==> src/design/isu_pkg.sv <==
// ----------------------------------------------------------------------------
// isu_pkg: shared types and constants of the integer set membership unit
// Item codes, field widths and hash constants used by the front, the back
// and the channel interfaces.
// ----------------------------------------------------------------------------
package isu_pkg;

  localparam int KIND_W  = 2;
  localparam int VALUE_W = 32;
  localparam int EPOCH_W = 8;

  typedef logic [KIND_W-1:0]  kind_t;
  typedef logic [VALUE_W-1:0] value_t;
  typedef logic [EPOCH_W-1:0] epoch_t;

  localparam kind_t KIND_CLEAR  = 2'd0;
  localparam kind_t KIND_INSERT = 2'd1;
  localparam kind_t KIND_QUERY  = 2'd2;

  // Multiplicative hash constant (golden ratio).
  localparam value_t HASH_MULT = 32'h9E37_79B1;

  // Tag written by the sweep; live epochs never take this value.
  localparam epoch_t EPOCH_SWEPT = '0;
  localparam epoch_t EPOCH_FIRST = 8'd1;
  localparam epoch_t EPOCH_LAST  = '1;

endpackage

==> src/design/isu_in_if.sv <==
// ----------------------------------------------------------------------------
// isu_in_if: command channel
// Carries one clear, insert or query item per valid/ready handshake.
// ----------------------------------------------------------------------------
interface isu_in_if;
  logic                                 valid;
  logic                                 ready;
  isu_pkg::kind_t                       kind;
  logic signed [isu_pkg::VALUE_W-1:0]   value;

  modport source (output valid, output kind, output value, input ready);
  modport sink   (input valid, input kind, input value, output ready);
endinterface

==> src/design/isu_front.sv <==
// ----------------------------------------------------------------------------
// isu_front: command intake and home slot hashing
// Drops unused codes and computes the home slot of each value in a
// three-stage pipeline: hash multiply, fold plus reciprocal multiply,
// remainder. The final correction sits in front of the queue push.
// ----------------------------------------------------------------------------
module isu_front #(
  parameter int CAPACITY = 1024
) (
  input  logic                          clk_i,
  input  logic                          rst_ni,
  isu_in_if.sink                        in_i,
  input  logic                          hold_i,
  output logic                          push_valid_o,
  input  logic                          push_ready_i,
  output isu_pkg::kind_t                push_kind_o,
  output isu_pkg::value_t               push_value_o,
  output logic [$clog2(CAPACITY)-1:0]   push_home_o
);

  localparam int IDX_W = $clog2(CAPACITY);
  localparam isu_pkg::value_t CAP_V = 32'(CAPACITY);
  // floor(2^32 / CAPACITY); quotient estimate is low by at most one
  localparam isu_pkg::value_t RECIP = 32'((64'd1 << 32) / CAPACITY);

  logic            en;
  logic            take;
  logic            va_q, vb_q, vc_q;
  isu_pkg::kind_t  ka_q, kb_q, kc_q;
  isu_pkg::value_t vala_q, valb_q, valc_q;
  isu_pkg::value_t ha_q;
  isu_pkg::value_t xb_q, qb_q;
  isu_pkg::value_t rc_q;
  isu_pkg::value_t ha_d, xb_d, rc_d, home_full;
  logic [63:0]     qprod;
  logic            known;

  assign en         = !vc_q || push_ready_i;
  assign in_i.ready = en && !hold_i;
  assign take       = in_i.valid && in_i.ready;
  assign known      = in_i.kind inside {isu_pkg::KIND_CLEAR, isu_pkg::KIND_INSERT,
                                        isu_pkg::KIND_QUERY};

  always_comb begin
    ha_d      = $unsigned(in_i.value) * isu_pkg::HASH_MULT;
    xb_d      = ha_q ^ {16'd0, ha_q[31:16]};
    qprod     = 64'(xb_d) * 64'(RECIP);
    rc_d      = xb_q - qb_q * CAP_V;
    home_full = (rc_q >= CAP_V) ? (rc_q - CAP_V) : rc_q;
  end

  always_ff @(posedge clk_i or negedge rst_ni) begin
    if (!rst_ni) begin
      va_q <= 1'b0;
      vb_q <= 1'b0;
      vc_q <= 1'b0;
    end else if (en) begin
      va_q <= take && known;
      vb_q <= va_q;
      vc_q <= vb_q;
    end
  end

  always_ff @(posedge clk_i) begin
    if (en) begin
      ka_q   <= in_i.kind;
      vala_q <= $unsigned(in_i.value);
      ha_q   <= ha_d;
      kb_q   <= ka_q;
      valb_q <= vala_q;
      xb_q   <= xb_d;
      qb_q   <= qprod[63:32];
      kc_q   <= kb_q;
      valc_q <= valb_q;
      rc_q   <= rc_d;
    end
  end

  assign push_valid_o = vc_q;
  assign push_kind_o  = kc_q;
  assign push_value_o = valc_q;
  assign push_home_o  = home_full[IDX_W-1:0];

endmodule

==> src/flat_wrapper.sv <==
// flat-port wrapper written by rule: the top's interface ports become plain ports
module isu_front_flat 
#(
  parameter int CAPACITY = 1024
)
  (clk_i, rst_ni, hold_i, push_valid_o, push_ready_i, push_kind_o, push_value_o, push_home_o, in_i_valid, in_i_kind, in_i_value, in_i_ready);
  isu_in_if in_i_i ();
  input  logic clk_i;
  input  logic rst_ni;
  input  logic hold_i;
  output logic push_valid_o;
  input  logic push_ready_i;
  output isu_pkg::kind_t push_kind_o;
  output isu_pkg::value_t push_value_o;
  output logic [$clog2(CAPACITY)-1:0] push_home_o;
  input wire logic [$bits(in_i_i.valid)-1:0] in_i_valid;
  input wire logic [$bits(in_i_i.kind)-1:0] in_i_kind;
  input wire logic [$bits(in_i_i.value)-1:0] in_i_value;
  output wire logic [$bits(in_i_i.ready)-1:0] in_i_ready;
  assign in_i_i.valid = in_i_valid;
  assign in_i_i.kind = in_i_kind;
  assign in_i_i.value = in_i_value;
  assign in_i_ready = in_i_i.ready;
  isu_front #(.CAPACITY(CAPACITY)) u_core (.clk_i(clk_i), .rst_ni(rst_ni), .in_i(in_i_i), .hold_i(hold_i), .push_valid_o(push_valid_o), .push_ready_i(push_ready_i), .push_kind_o(push_kind_o), .push_value_o(push_value_o), .push_home_o(push_home_o));
endmodule
==> config.mk <==
export PLATFORM = sky130hd
export DESIGN_NAME = isu_front_flat
export DESIGN_NICKNAME = d
export VERILOG_FILES = /design/src/design/isu_pkg.sv /design/src/design/isu_in_if.sv /design/src/design/isu_front.sv /design/src/flat_wrapper.sv
export SDC_FILE = /design/constraint.sdc
export NUM_CORES = 1
export LEC_CHECK = 0
export ABC_CLOCK_PERIOD_IN_PS = 7900
export BUFFER_PORTS_ARGS = -buffer_cell sky130_fd_sc_hd__buf_2
export CAP_MARGIN = 20
export CORE_MARGIN = 4
export CORE_UTILIZATION = 50
export CTS_BUF_LIST = sky130_fd_sc_hd__clkbuf_4
export DETAILED_ROUTE_END_ITERATION = 7
export PLACE_DENSITY = 0.69
export SETUP_SLACK_MARGIN = 0.02
export SYNTH_ARGS = -nofsm -noshare
export SYNTH_HDL_FRONTEND = slang
export SYNTH_SLANG_ARGS = --single-unit
==> constraint.sdc <==
create_clock -name clk_i -period 7.9 [get_ports clk_i]
set_clock_uncertainty 0.15 [all_clocks]
set_input_delay 1.58 -clock clk_i [delete_from_list [all_inputs] [get_ports clk_i]]
set_output_delay 1.58 -clock clk_i [all_outputs]
set_load 0.1 [all_outputs]
==> flow_summary.json <==
{
  "critPathMaxFanout": 4,
  "post_synth_inst_count": 744,
  "drtAntennaViolNets": 0,
  "synth_fp_nets": 1047,
  "layout_min_cycle_time_ns": 7.31,
  "drtIter0Drc": 221,
  "first_pass_iters": 4,
  "worst_ep_arrival_time_ns": 7.45,
  "antenna_found_initial": 0,
  "synth_warnings": 0,
  "cts_buffer_depth": 2,
  "post_cts_buffers": 0,
  "syn_area_mm2": 0.0102,
  "cts.sinks": 141,
  "worst_pin_slew_ns": 0.888,
  "row_count": 51,
  "core_area_mm2": 0.0197,
  "dieHeight_um": 151,
  "insertedDiodeCount": 0,
  "path_cells": "buf_2 -> inv_1 -> fa_1 -> inv_1 -> fa_1 -> fa_1 -> inv_1 -> fa_1 -> inv_1 -> fa_1 -> fa_1 -> fa_1 -> inv_1 -> fa_1 -> inv_1 -> ha_1 -> o21ai_0 -> nand2b_1 -> o311ai_2 -> a21o_1 -> a21oi_2 -> xnor2_1",
  "cts_max_level": 4,
  "drc": 0,
  "synth.area.top_cells": "edfxtp_1 (41%), fa_1 (24%), ha_1 (18%)",
  "multi_input_area_mm2": 0.00509,
  "port-buffer-count": 84,
  "die_area_mm2": 0.0227,
  "final_util_pct": 57.3,
  "initial_core_util_pct": 51.5,
  "critPathMostFrequentCell": "fa_1",
  "root_buffer": "clkbuf_4",
  "grt_max_degree": 80,
  "startpoint_type": "primary input",
  "setup_viol": 0,
  "fillers": 1633,
  "routedWlPerCell_um": 16.1,
  "drive_gt1_share_pct": 15.6,
  "cts_resized": 0,
  "fmax_ghz": 0.137,
  "cp_slowest_stage_delay_ns": 0.58,
  "mostFrequentLayoutCell": "inv_1",
  "required_ns": 8.03,
  "nNetsFinal": 1162,
  "slew_violations": 0,
  "areaGrowthSynthToFinish_pct": 11.3,
  "hold_path_class": "flop to flop",
  "cts_tree": "yes",
  "mostFrequentLayoutCells": "inv_1 (228), ha_1 (143), edfxtp_1 (138), fa_1 (121), buf_2 (84)",
  "yosysTopAreaCell": "edfxtp_1",
  "synth_cell_types": 31,
  "first_global_vias": 5721,
  "ys_seq_elements": 141,
  "status": "complete, no violations",
  "avgSynthCellArea_um2": 13.7,
  "ys_seq_area_share_pct": 41.5,
  "dr_total_vias": 5337,
  "io_pins": 85,
  "cts_buffers": 17,
  "timing.setup.tns_ns": 0,
  "clkTransAtPathRegs_ns": 0.15,
  "hold_buffers": 0,
  "cp_slowest_cell": "fa_1",
  "routed_wirelength_um": 18300,
  "dp_hpwl_um": 14900,
  "cap_violations": 0,
  "globalplace.congestion": 0.892,
  "fin_crit_sh_pct": 92.6,
  "via_per_inst": 4.69,
  "synth_top_area_share_pct": 40.8,
  "regArea_mm2": 0.00422,
  "cp-end-kind": "flop",
  "die_w_um": 151,
  "final_hold_viol_count": 0,
  "clock_latency_ns": 0.53,
  "overflow": 0,
  "crit_type": "primary input to flop",
  "grt_pass1_wl_um": 29400,
  "slew-limit-headroom_pct": 40.8,
  "rsz0062_at_grt": "false",
  "grt_usage_pct": 17.6
}
==> critical path: cells and delay by family <==
family / cells / cell delay, ns
AO/OA/AOI/OAI: 4 / 0.74
XOR/XNOR: 1 / 0.07
adder cells (fa/ha/maj): 9 / 4.41
buffers and inverters: 7 / 0.47
AND/OR/NAND/NOR: 1 / 0.16
==> cell usage after synthesis <==
cell / count
ha_1: 143
fa_1: 121
nor2b_1: 3
a221oi_2: 1
a21oi_1: 6
nor2_1: 5
a31oi_1: 3
nand2_1: 6
xnor2_1: 36
nand2b_1: 3
o211ai_1: 2
dfrtp_1: 3
nand3_1: 1
a2111oi_2: 1
edfxtp_1: 138
a21o_1: 7
a2111o_1: 1
inv_1: 228
nor4_1: 1
and3_1: 1
nor3_1: 2
xor2_1: 17
a21oi_2: 1
o21ai_0: 5
o21a_1: 3
o31ai_2: 1
o2111ai_1: 1
a2111oi_4: 1
o311ai_2: 1
mux2_2: 1
nand4b_1: 1
==> logic make-up (layout without fill, tap and decap cells) <==
group	Yosys count	count (layout)	share of synthesized area (%)
AOI/OAI and AO/OA	34	34	2.75
DFF	141	141	41.5
muxes	1	1	0.111
xor gates and xnor gates	53	53	4.57
buffers and inverters	228	356	8.43
and+or+nand+nor	23	23	1.13
adders and majority gates	264	264	41.5
==> state kept, by name (all words and copies together) (netlist names) <==
register             cells
u_core.push_valid_o      1
u_core.kb_q              2
u_core.va_q              1
u_core.xb_q             10
u_core.rc_q             10
u_core.vala_q           28
u_core.vb_q              1
u_core.ka_q              2
u_core.ha_q             20
u_core.push_value_o     32
u_core.valb_q           32
u_core.push_kind_o       2
==> final cells by class <==
cell class	count	area share (%)
repair buffers	96	4.52
clock inverters	15	1.53
multi-input cells	375	45.0
well taps	265	2.93
clock buffers	17	1.13
inverters	228	7.57
flip-flops and latches	141	37.3
==> per-stage QoR <==
stage	std cells	cell area (um^2)	hold slack, ns	setup WS (ns)
2_1_floorplan	744	10200	0.250	0.401
3_3_place_gp	1105	11000	0.250	0.123
3_5_place_dp	1105	11000	0.255	0.0149
4_1_cts	1137	11300	0.274	0.627
5_1_grt	1137	11300	0.281	0.280
6_report	1137	11300	0.271	0.585
==> worst paths after layout <==
| kind | cells after the start | from | slack [ns] | end |
|---|---|---|---|---|
| max in group asynchronous | 1 | rst_ni | 6.80 | u_core.vb_q |
| min | 0 | u_core.valb_q[2] | 0.27 | u_core.push_value_o[2] |
| max reg2reg | 3 | u_core.push_valid_o | 5.31 | u_core.vb_q |
| min in group asynchronous | 1 | rst_ni | 0.68 | u_core.push_valid_o |
| min reg2reg | 0 | u_core.valb_q[2] | 0.27 | u_core.push_value_o[2] |
| max | 22 | in_i_value[5] | 0.59 | u_core.ha_q[23] |
==> layer usage <==
layer,share of wire (%),wire length [um],track usage [%],up-vias
met5,0,0,0,-
met4,2.3,416,5.76,0
met3,3.6,655,2.98,23
met2,51,9300,30.5,108
met1,43,7960,22.6,2607
li1,-,-,-,2599
Power is left out: the tool's default activity adds up to more than one toggle a clock period on the data nets, which glitch-free logic cannot reach.
