### config.mk
export PLATFORM = sky130hd
export DESIGN_NAME = isu_fifo
export DESIGN_NICKNAME = d
export VERILOG_FILES = /design/src/design/isu_fifo.sv
export SDC_FILE = /design/constraint.sdc
export NUM_CORES = 1
export LEC_CHECK = 0
export ABC_AREA = 0
export BUFFER_PORTS_ARGS = -buffer_cell sky130_fd_sc_hd__buf_4
export CAP_MARGIN = 20
export CORE_UTILIZATION = 51
export CTS_BUF_LIST = sky130_fd_sc_hd__clkbuf_4 sky130_fd_sc_hd__clkbuf_8 sky130_fd_sc_hd__clkbuf_16
export DETAILED_ROUTE_END_ITERATION = 10
export PLACE_DENSITY = 0.86
export SYNTH_ARGS = -nofsm -noshare
export SYNTH_HDL_FRONTEND = slang
export SYNTH_SLANG_ARGS = --single-unit
### constraint.sdc
create_clock -name clk_i -period 2.61 [get_ports clk_i]
set_input_delay 0.522 -clock clk_i [delete_from_list [all_inputs] [get_ports clk_i]]
set_output_delay 0.522 -clock clk_i [all_outputs]
set_load 0.005 [all_outputs]
### src/design/isu_fifo.sv
// ----------------------------------------------------------------------------
// isu_fifo: short command queue
// Decouples the hashing front from the probing back.
// ----------------------------------------------------------------------------
module isu_fifo #(
  parameter int WIDTH = 54,
  parameter int DEPTH = 4
) (
  input  logic             clk_i,
  input  logic             rst_ni,
  input  logic             push_valid_i,
  output logic             push_ready_o,
  input  logic [WIDTH-1:0] push_data_i,
  output logic             pop_valid_o,
  input  logic             pop_ready_i,
  output logic [WIDTH-1:0] pop_data_o
);

  localparam int PTR_W = (DEPTH > 1) ? $clog2(DEPTH) : 1;
  localparam int CNT_W = $clog2(DEPTH + 1);

  logic [WIDTH-1:0] slots_q [DEPTH];
  logic [PTR_W-1:0] wr_ptr_q, rd_ptr_q;
  logic [CNT_W-1:0] cnt_q;
  logic             push, pop;

  assign push_ready_o = cnt_q != CNT_W'(DEPTH);
  assign pop_valid_o  = cnt_q != '0;
  assign push         = push_valid_i && push_ready_o;
  assign pop          = pop_valid_o && pop_ready_i;
  assign pop_data_o   = slots_q[rd_ptr_q];

  always_ff @(posedge clk_i or negedge rst_ni) begin
    if (!rst_ni) begin
      wr_ptr_q <= '0;
      rd_ptr_q <= '0;
      cnt_q    <= '0;
    end else begin
      if (push) begin
        wr_ptr_q <= (wr_ptr_q == PTR_W'(DEPTH - 1)) ? '0 : wr_ptr_q + 1'b1;
      end
      if (pop) begin
        rd_ptr_q <= (rd_ptr_q == PTR_W'(DEPTH - 1)) ? '0 : rd_ptr_q + 1'b1;
      end
      if (push && !pop) begin
        cnt_q <= cnt_q + 1'b1;
      end else if (pop && !push) begin
        cnt_q <= cnt_q - 1'b1;
      end
    end
  end

  always_ff @(posedge clk_i) begin
    if (push) begin
      slots_q[wr_ptr_q] <= push_data_i;
    end
  end

endmodule

==> results of run 1 <==
## final timing paths
kind	start	endpoint	slack, ns	cells after the start
max	rd_ptr_q[0]	pop_data_o[48]	0.14	3
min	push_data_i[41]	slots_q[0][41]	0.23	1
max reg2reg	cnt_q[0]	cnt_q[2]	0.39	8
min reg2reg	cnt_q[2]	cnt_q[2]	0.55	1
max in group asynchronous	rst_ni	rd_ptr_q[0]	2.08	2
min in group asynchronous	rst_ni	rd_ptr_q[1]	0.39	2
## timing repair
item	in CTS	in global routing
hold buffers	1	0
gates resized for setup	1	0
endpoints found under the hold margin	7	0
buffers inserted	5	0
endpoints found under the setup margin	34	0
## layer usage
metal	vias to the layer above	global-route usage [%]	routed length, microns
li1	1641	-	-
met1	1909	22.7	5750
met2	120	30.5	7370
met3	17	4.37	965
met4	0	4.22	159
met5	-	0	0
## stage by stage
stage / power, mW / utilization [%]
6_report: 11.8 / 65.1
5_1_grt: 12.4 / 65.1
4_1_cts: 12.0 / 65.1
3_5_place_dp: 8.56 / 59.8
3_3_place_gp: 8.43 / 59.8
2_1_floorplan: 6.93 / -
## kinds of logic (layout without fill, tap and decap cells)
family          Yosys count  in the layout
compound gates            1              1
xor+xnor                  3              3
buf+inv                  15            175
flops                   223            223
simple gates             11             11
fa+ha+maj                 7              7
mux                      59             59
## final cells by class
class	instances	area (sq um)	area share [%]
Sequential cell	223	6670	64.7
Multi-Input combinational cell	81	1460	14.2
Timing Repair Buffer	131	1120	10.9
Clock buffer	28	613	5.95
Tap cell	216	270	2.62
Clock inverter	13	163	1.58
Inverter	3	11.3	0.109
## flip-flops by register name (all words and copies together) (netlist names)
| register | flops |
|---|---|
| slots_q | 216 |
| cnt_q | 3 |
| rd_ptr_q | 2 |
| wr_ptr_q | 2 |
## layout by cell type (no fill, tap or decap)
cell and n:
buf_4 120, nor2_1 4, mux2_2 5, ha_1 6
bufinv_16 4, xor2_1 2, inv_1 3, edfxtp_1 216
fa_1 1, or3_1 1, clkinv_1 5, dfrtp_1 5
mux4_2 54, a21boi_2 1, clkinv_2 3, dlygate4sd3_1 1
and2_2 4, dfrtp_4 2, xnor2_1 1, nand2_1 2
buf_12 9, inv_6 1, buf_16 1, clkbuf_4 5
clkbuf_16 23
## worst register-to-register path, delay by kind of cell, from the launching register on
kind	cells	cell delay [ns]
buffers and inverters	1	0.06
adders and majority gates	2	0.59
DFF	1	0.44
and+or+nand+nor	3	0.73
xor gates and xnor gates	2	0.32
## report_power, final
part           internal (mW)  total (mW)  switching [mW]
Combinational           2.00        3.46            1.46
Sequential              4.74        5.05           0.307
Clock                   2.06        3.31            1.25
==> metrics, run 1 <==
combinational family with the most area after synthesis=multiplexers; All-Layer GR Usage=roughly 18%; Synth top cells by count=edfxtp_1 (216), mux4_2 (54), dfrtp_1 (7); crit-path cells=buf_4 > mux4_2 > buf_4; post-route insts no fill=approximately 700; crit path DAT=roughly 2 ns; post-synthesis mux area share=15.5%; post-synthesis sequential area ratio=approximately four fifths; Synth top area share=78.9%; Max-slew headroom=between 60% and 70%; DPL Wire Length=~8.6 mm; yosys warns=0; outcome=completed; Leak Pwr=3.59 nW; crit path capture type=primary output; fin crit share=a little over nine tenths; vias per cell=5.31; drt drc=0; DR pass1 iterations=4; Critical Path Max Stage Delay=0.56 ns; Post-Syn Instances=around 320; Main synth FF type=edfxtp_1; initial antenna violation count=0; syn_area_per_cell=around 26 sq um; Layout area overhead=25.3%; worst hold margin=0.226 ns; Net Count, Synth=384; Place WS=roughly 0.33 ns; Finished Cell Area=approximately 10000 sq um; CTS sink cnt=around 220; Ant. Diodes=0; antenna violation net count after detailed routing=0; CTS tree=yes; Clock H-tree levels=1; Root Buffer=clkbuf_16; Initial Util=slightly above 50%; largest net degree at the start of global routing=55; Seq cells post-synth=between 200 and 250; Port Buffer Count=113; Top delay family on crit path=flip-flops; Slew @ Worst Pin=around 0.47 ns; vias in the first global route=3880; power per cell area=1150 nW/um^2; number of flops mapped to enable cells by yosys=around 220; PnR worst setup slack=0.143 ns; # IOs=114; Achievable Freq=roughly 0.41 GHz; Sum Neg Setup Slack=0 ns; min Tclk post-route=2.47 ns; ys async rst share=roughly 3.1%; TritonCTS Buffers=23; Starting DRT DRC Count=194; Max Buffers Root-to-Sink=3; RSZ-0062 raised after global routing=no; Worst path slowest cell=dfrtp_4; Routed Wire Length=14.2 mm; skew final=about 0.0095 ns; Synth Area in XOR/XNOR=0.319%; Worst Hold Class=primary input to register; Rows=46; routed len/inst=~20 microns; vias=about 3700; most frequent CP cell=buf_4; die width=129 microns; Max-Cap Viols=0; chip height=129 microns; VDD IR-drop max=approximately 0.73 mV; placed cell area=between 9000 and 10000 sq um; GPL Wtd Cong=about 0.68; Slew Viols, Final=0; share of cells above drive strength 1=between 40% and 50%; Setup Viol. Count Final=0; clock-pin slew on the worst setup and hold paths=~0.06 ns; Die ar.=16600 sq um; worst path buffer plus inverter count=2; first-pass GRT wire length=21.6 mm; most common cell in the synthesized netlist=edfxtp_1; Compound-Gate Fraction of Synth Area=less than 1%; Synth Area in Simple Gates=less than 1%; Setup crit start kind=register; ranking of synthesized cells by area=edfxtp_1 (79%), mux4_2 (15%), dfrtp_1 (2.1%), ha_1 (0.91%), buf_6 (0.68%); number of instances in the placed design=648; Fin. Hold Viols=0; cell taking the most area after synthesis=edfxtp_1; Netlist cell types=17; fin nets=between 500 and 600; Critical Path RT=about 2.1 ns; Crit Path Max Fanout=10; synthesized area=just over 8000 sq um; Clock Latency Late Sink=slightly below 0.5 ns; core footprint=roughly 16000 sq um; fill count=between 1000 and 1500; Congestion Overflow GR=0; Setup CP Type=register to primary output; Synth Area in Adders=under 10%
No activity file was read; power rests on OpenSTA's default activity.
==> inputs of run 2 (changes only) <==
Settings changed: CORE_MARGIN set to 2.
==> run 2 against run 1 <==
  * Die area up 3.1%
  * Total power down 1.0%
  * Critical path depth unchanged
  * Flip-flop and latch count unchanged
  * Cell count down 0.43%
  * Largest cell class unchanged
==> metrics, run 2 (synthesis results as in run 1) <==
Hold Path Sink=slots_q[0][33]; Setup Viol. Count Final=0 (unchanged); vias per cell=5.39 (+1.6%); Worst R2R End=cnt_q[2]; Pwr Total=11.7 mW (-1.0%); leading registers by flop count=slots_q: 216 flops, cnt_q: 3 flops; Crit Path Max Fanout=18 (+8); Clock Latency Late Sink=0.49 ns (about the same); GPL Wtd Cong=0.711 (+4.1%); CTS sink cnt=223 (unchanged); min-delay src=push_data_i[33]; antenna violation net count after detailed routing=0 (unchanged); Initial Util=52.0% (unchanged); clock-pin slew on the worst setup and hold paths=0.06 ns (about the same); core footprint=15800 sq um (unchanged); hold depth=1 (unchanged); Slew Viols, Final=0 (unchanged); Congestion Overflow GR=0 (unchanged); Die ar.=17200 sq um (+3.1%); worst hold margin=0.226 ns (-0.000212 ns); Routed Wire Length=14.4 mm (+0.88%); fin crit share=94.5% (about the same); crit path DAT=1.95 ns (about the same); RSZ-0062 raised after global routing=no; DPL Wire Length=9.03 mm (+5.1%); Finished Cell Area=10300 sq um (-0.33%); Max-slew headroom=67.5% (-1.4 points); Setup CP Type=register to primary output; Achievable Freq=0.405 GHz (about the same); PostCTS Resize Cnt=0 (-1); max reg flops=216 (unchanged); vias in the first global route=3987 (+2.8%); Worst Hold Class=primary input to register; Place WS=0.422 ns (+0.0900 ns); Largest Register=slots_q; die width=131 microns (+1.6%); skew final=0.00618 ns (-0.00329 ns); RR Startpoint=cnt_q[1]; share of cells above drive strength 1=48.1% (-0.32 points); Port Buffer Count=113 (unchanged); DR pass1 iterations=4 (unchanged); power per cell area=1140 nW/um^2 (-0.69%); PnR worst setup slack=0.143 ns (+0.0000340 ns); fin nets=526 (-0.38%); min Tclk post-route=2.47 ns (-0.0000340 ns); R2R depth=8 (unchanged); routed len/inst=20.8 microns (+1.3%); commonest non-fill, non-tap cell in the layout=edfxtp_1; Max Buffers Root-to-Sink=3 (unchanged); outcome=completed; Sum Neg Setup Slack=0 ns (unchanged); Fin. Hold Viols=0 (unchanged); Setup crit start kind=register; TritonCTS Buffers=22 (-4.3%); first-pass GRT wire length=21.9 mm (+1.1%); Slew @ Worst Pin=0.488 ns (+0.0211 ns); vias=3731 (+1.2%); drt drc=0 (unchanged); # IOs=114 (unchanged); Starting DRT DRC Count=241 (+24%); CTS tree=yes; Root Buffer=clkbuf_16; initial antenna violation count=0 (unchanged); Max-Cap Viols=0 (unchanged); Clock H-tree levels=1 (unchanged); Ant. Diodes=0 (unchanged); Layout area overhead=24.9%; Critical Path RT=2.09 ns (about the same); All-Layer GR Usage=17.1% (-0.59 points); Leak Pwr=3.56 nW (-0.60%); most frequent cells in the layout=edfxtp_1 (216), buf_4 (119), mux4_2 (54), clkbuf_16 (23), buf_12 (10); Rows=46 (unchanged); crit path capture type=primary output; largest net degree at the start of global routing=32 (-42%); placed cell area=9490 sq um (+0.24%); R2R Setup Slk=0.40 ns (about the same); VDD IR-drop max=0.817 mV (+12%); chip height=131 microns (+1.6%)
==> run 2: cell count changes in the layout (fill, tap and decap cells not counted), sizes merged <==
cell      previous run  this run
inv                  4         3
clkinvlp             0         1
clkbuf              28        26
buf                130       129
==> run 2: worst max-delay path by stage <==
| stage | from | end | slack, ns | depth (start not counted) |
|---|---|---|---|---|
| after floorplan | push_valid_i | slots_q[1][0] | 0.1 | 2 |
| after global placement | rd_ptr_q[0] | pop_data_o[1] | 0.41 | 3 |
| after detailed placement | rd_ptr_q[0] | pop_data_o[1] | 0.42 | 3 |
| after global routing | rd_ptr_q[0] | pop_data_o[16] | 0.05 | 3 |
| final | rd_ptr_q[0] | pop_data_o[16] | 0.14 | 3 |
| after CTS | rd_ptr_q[0] | pop_data_o[1] | 0.11 | 3 |
==> run 2: final cells by class <==
cell class / instances / area [sq um]
multi-input combinational: 81 / 1460
timing repair buffer: 130 / 1100
tap: 216 / 270
fill: 1040 / 5550
clock inverter: 13 / 161
inverter: 3 / 11.3
sequential: 223 / 6670
clock buffer: 26 / 598
==> run 2: through the flow <==
stage,cells,util (%)
after floorplan,319,-
after global placement,651,59.9
after detailed placement,651,59.9
after CTS,692,64.9
after global routing,692,64.9
final,692,64.9
==> run 2: repair_timing <==
| item | CTS | global route |
|---|---|---|
| hold endpoints to repair | 7 | 0 |
| setup buffers | 1 | 0 |
| endpoints found under the setup margin | 38 | 0 |
| hold buffers | 1 | 0 |
==> run 2: power breakdown <==
part	internal (mW)	switching [mW]
logic	1.96	1.53
registers	4.73	0.222
clock network	2.02	1.24
total	8.72	2.99
==> run 2: critical path: stages, from the launching register on <==
cell and delay [ns]:
dfrtp_4 0.53, buf_12 0.22, mux4_2 0.54, buf_4 0.16
==> run 2: routing by layer <==
layer | routed length (microns) | GRT usage, %
met1 | 5980 | 22.6
met2 | 7330 | 29.5
met3 | 836 | 3.46
met4 | 225 | 4.26
met5 | 0 | 0
==> inputs of run 3 (changes only) <==
Settings changed: REMOVE_ABC_BUFFERS set to 1.
==> run 3 against run 2 <==
  * Setup slack better by 0.0021 ns
  * Core utilization fell by 0.36 points
  * Maximum frequency barely moved
  * Via count is essentially flat
  * Critical path depth unchanged
  * Sequential power barely moved
  * Hold slack better by 0.010 ns
  * Final area shrank 0.55%
  * Sequential share of layout area is 0.36 points higher
  * Critical path type unchanged
  * Largest power group unchanged
  * Highest routed layer unchanged
==> metrics, run 3 (synthesis results as in run 1) <==
outcome=completed; most used routing layer=met2; VDD IR-drop max=0.755 mV (-7.7%); Layout area overhead=24.2%; first-pass GRT wire length=21.4 mm (-2.2%); Setup Viol. Count Final=0 (unchanged); vias=3729 (-0.054%); Clock Latency Late Sink=0.48 ns (about the same); power per cell area=1140 nW/um^2 (+0.33%); Max-slew headroom=69.5% (+2.0 points); Crit Path Max Fanout=23 (+5); fin util=64.6% (-0.36 points); Max Buffers Root-to-Sink=3 (unchanged); Slew @ Worst Pin=0.458 ns (-0.0299 ns); most frequent cells in the layout=edfxtp_1 (216), buf_4 (125), mux4_2 (54), clkbuf_16 (23), ha_1 (6); All-Layer GR Usage=16.7% (-0.40 points); share of cells above drive strength 1=48.7% (+0.64 points); M2 GR Usage=28.6% (-0.82 points); antenna violation net count after detailed routing=0 (unchanged); DR pass1 iterations=5 (+1); Port Buffer Count=113 (unchanged); DPL Wire Length=8.82 mm (-2.4%); Clock H-tree levels=1 (unchanged); Die ar.=17200 sq um (unchanged); drt drc=0 (unchanged); crit path capture type=primary output; Congestion Overflow GR=0 (unchanged); initial antenna violation count=0 (unchanged); Max-Cap Viols=0 (unchanged); CTS tree=yes; chip height=131 microns (unchanged); leading registers by flop count=slots_q: 216 flops, cnt_q: 3 flops; Starting DRT DRC Count=247 (+2.5%); CTS sink cnt=223 (unchanged); Setup CP Type=register to primary output; crit path DAT=1.94 ns (about the same); Rows=46 (unchanged); Routed Wire Length=14.1 mm (-1.9%); fin crit share=94.4% (about the same); Sum Neg Setup Slack=0 ns (unchanged); TritonCTS Buffers=23 (+4.5%); vias per cell=5.37 (-0.34%); Critical Path RT=2.09 ns (about the same); core footprint=15800 sq um (unchanged); Ant. Diodes=0 (unchanged); routed len/inst=20.3 microns (-2.2%); max reg flops=216 (unchanged); Root Buffer=clkbuf_16; Worst Hold Class=primary input to register; commonest non-fill, non-tap cell in the layout=edfxtp_1; Fin. Hold Viols=0 (unchanged); Slew Viols, Final=0 (unchanged); Leak Pwr=3.55 nW (-0.47%); skew final=0.00601 ns (-0.000173 ns); vias in the first global route=4029 (+1.1%); met3 usage=3.54% (+0.081 points); RSZ-0062 raised after global routing=no; Achievable Freq=0.406 GHz (about the same); met1 Resource Use GR=22.1% (-0.50 points); Largest Register=slots_q; fin nets=527 (+0.19%); min Tclk post-route=2.47 ns (-0.00205 ns); Initial Util=52.0% (unchanged); Setup crit start kind=register; # IOs=114 (unchanged); largest net degree at the start of global routing=31 (-3.1%); die width=131 microns (unchanged); clock-pin slew on the worst setup and hold paths=0.06 ns (about the same); GPL Wtd Cong=0.716 (+0.79%)
## run 3: changes by cell type in the layout (fill, tap and decap cells not counted), sizes merged
cell and change:
clkinvlp +3, clkinv -1
## run 3: layout make-up
class / instances / area, sq um
Timing Repair Buffer: 130 / 1030
Multi-Input combinational cell: 81 / 1460
Clock buffer: 26 / 598
Sequential cell: 223 / 6670
Fill cell: 1014 / 5610
Clock inverter: 15 / 181
Tap cell: 216 / 270
Inverter: 3 / 11.3
## run 3: what timing repair did
action	CTS	global route
hold buffers	1	0
setup buffers	0	3
endpoints found under the setup margin	0	4
resized for setup	0	2
hold endpoints to repair	7	0
## run 3: routing by layer
layer  share of wire, %  wire length (microns)  vias to the layer above
li1                   -                      -                     1646
met1                 39                   5520                     1936
met2                 53                   7470                      128
met3                6.5                    918                       19
met4                1.2                    173                        0
met5                  0                      0                        -
## run 3: worst paths after layout
kind / start / endpoint / slack, ns / cells after the start
setup / recovery: rd_ptr_q[0] / pop_data_o[49] / 0.14 / 3
hold / removal: push_data_i[20] / slots_q[3][20] / 0.24 / 1
setup reg to reg: cnt_q[1] / cnt_q[2] / 0.44 / 8
hold reg to reg: cnt_q[2] / cnt_q[2] / 0.54 / 1
max in group asynchronous: rst_ni / rd_ptr_q[0] / 2.09 / 2
min in group asynchronous: rst_ni / wr_ptr_q[1] / 0.39 / 2
## run 3: per-stage QoR
step	worst slack [ns]	power, mW	cells	cell area, sq um	hold slack [ns]
6_report	0.145	11.7	694	10200	0.237
2_1_floorplan	-0.804	6.86	307	8130	0.226
3_5_place_dp	0.458	8.50	649	9400	0.338
5_1_grt	0.0712	12.3	694	10200	0.217
3_3_place_gp	0.552	8.39	649	9400	0.338
4_1_cts	0.0341	11.8	691	10200	0.214
## run 3: critical path: stages (launching register included)
cell and delay [ns]:
dfrtp_4 0.51, buf_16 0.23, mux4_2 0.56, buf_4 0.16
## run 3: where the power goes
group | internal (mW) | total [mW] | switching, mW
Sequential | 4.74 | 4.99 | 0.250
Combinational | 1.90 | 3.40 | 1.50
Clock | 2.04 | 3.28 | 1.24
Total | 8.69 | 11.7 | 2.99
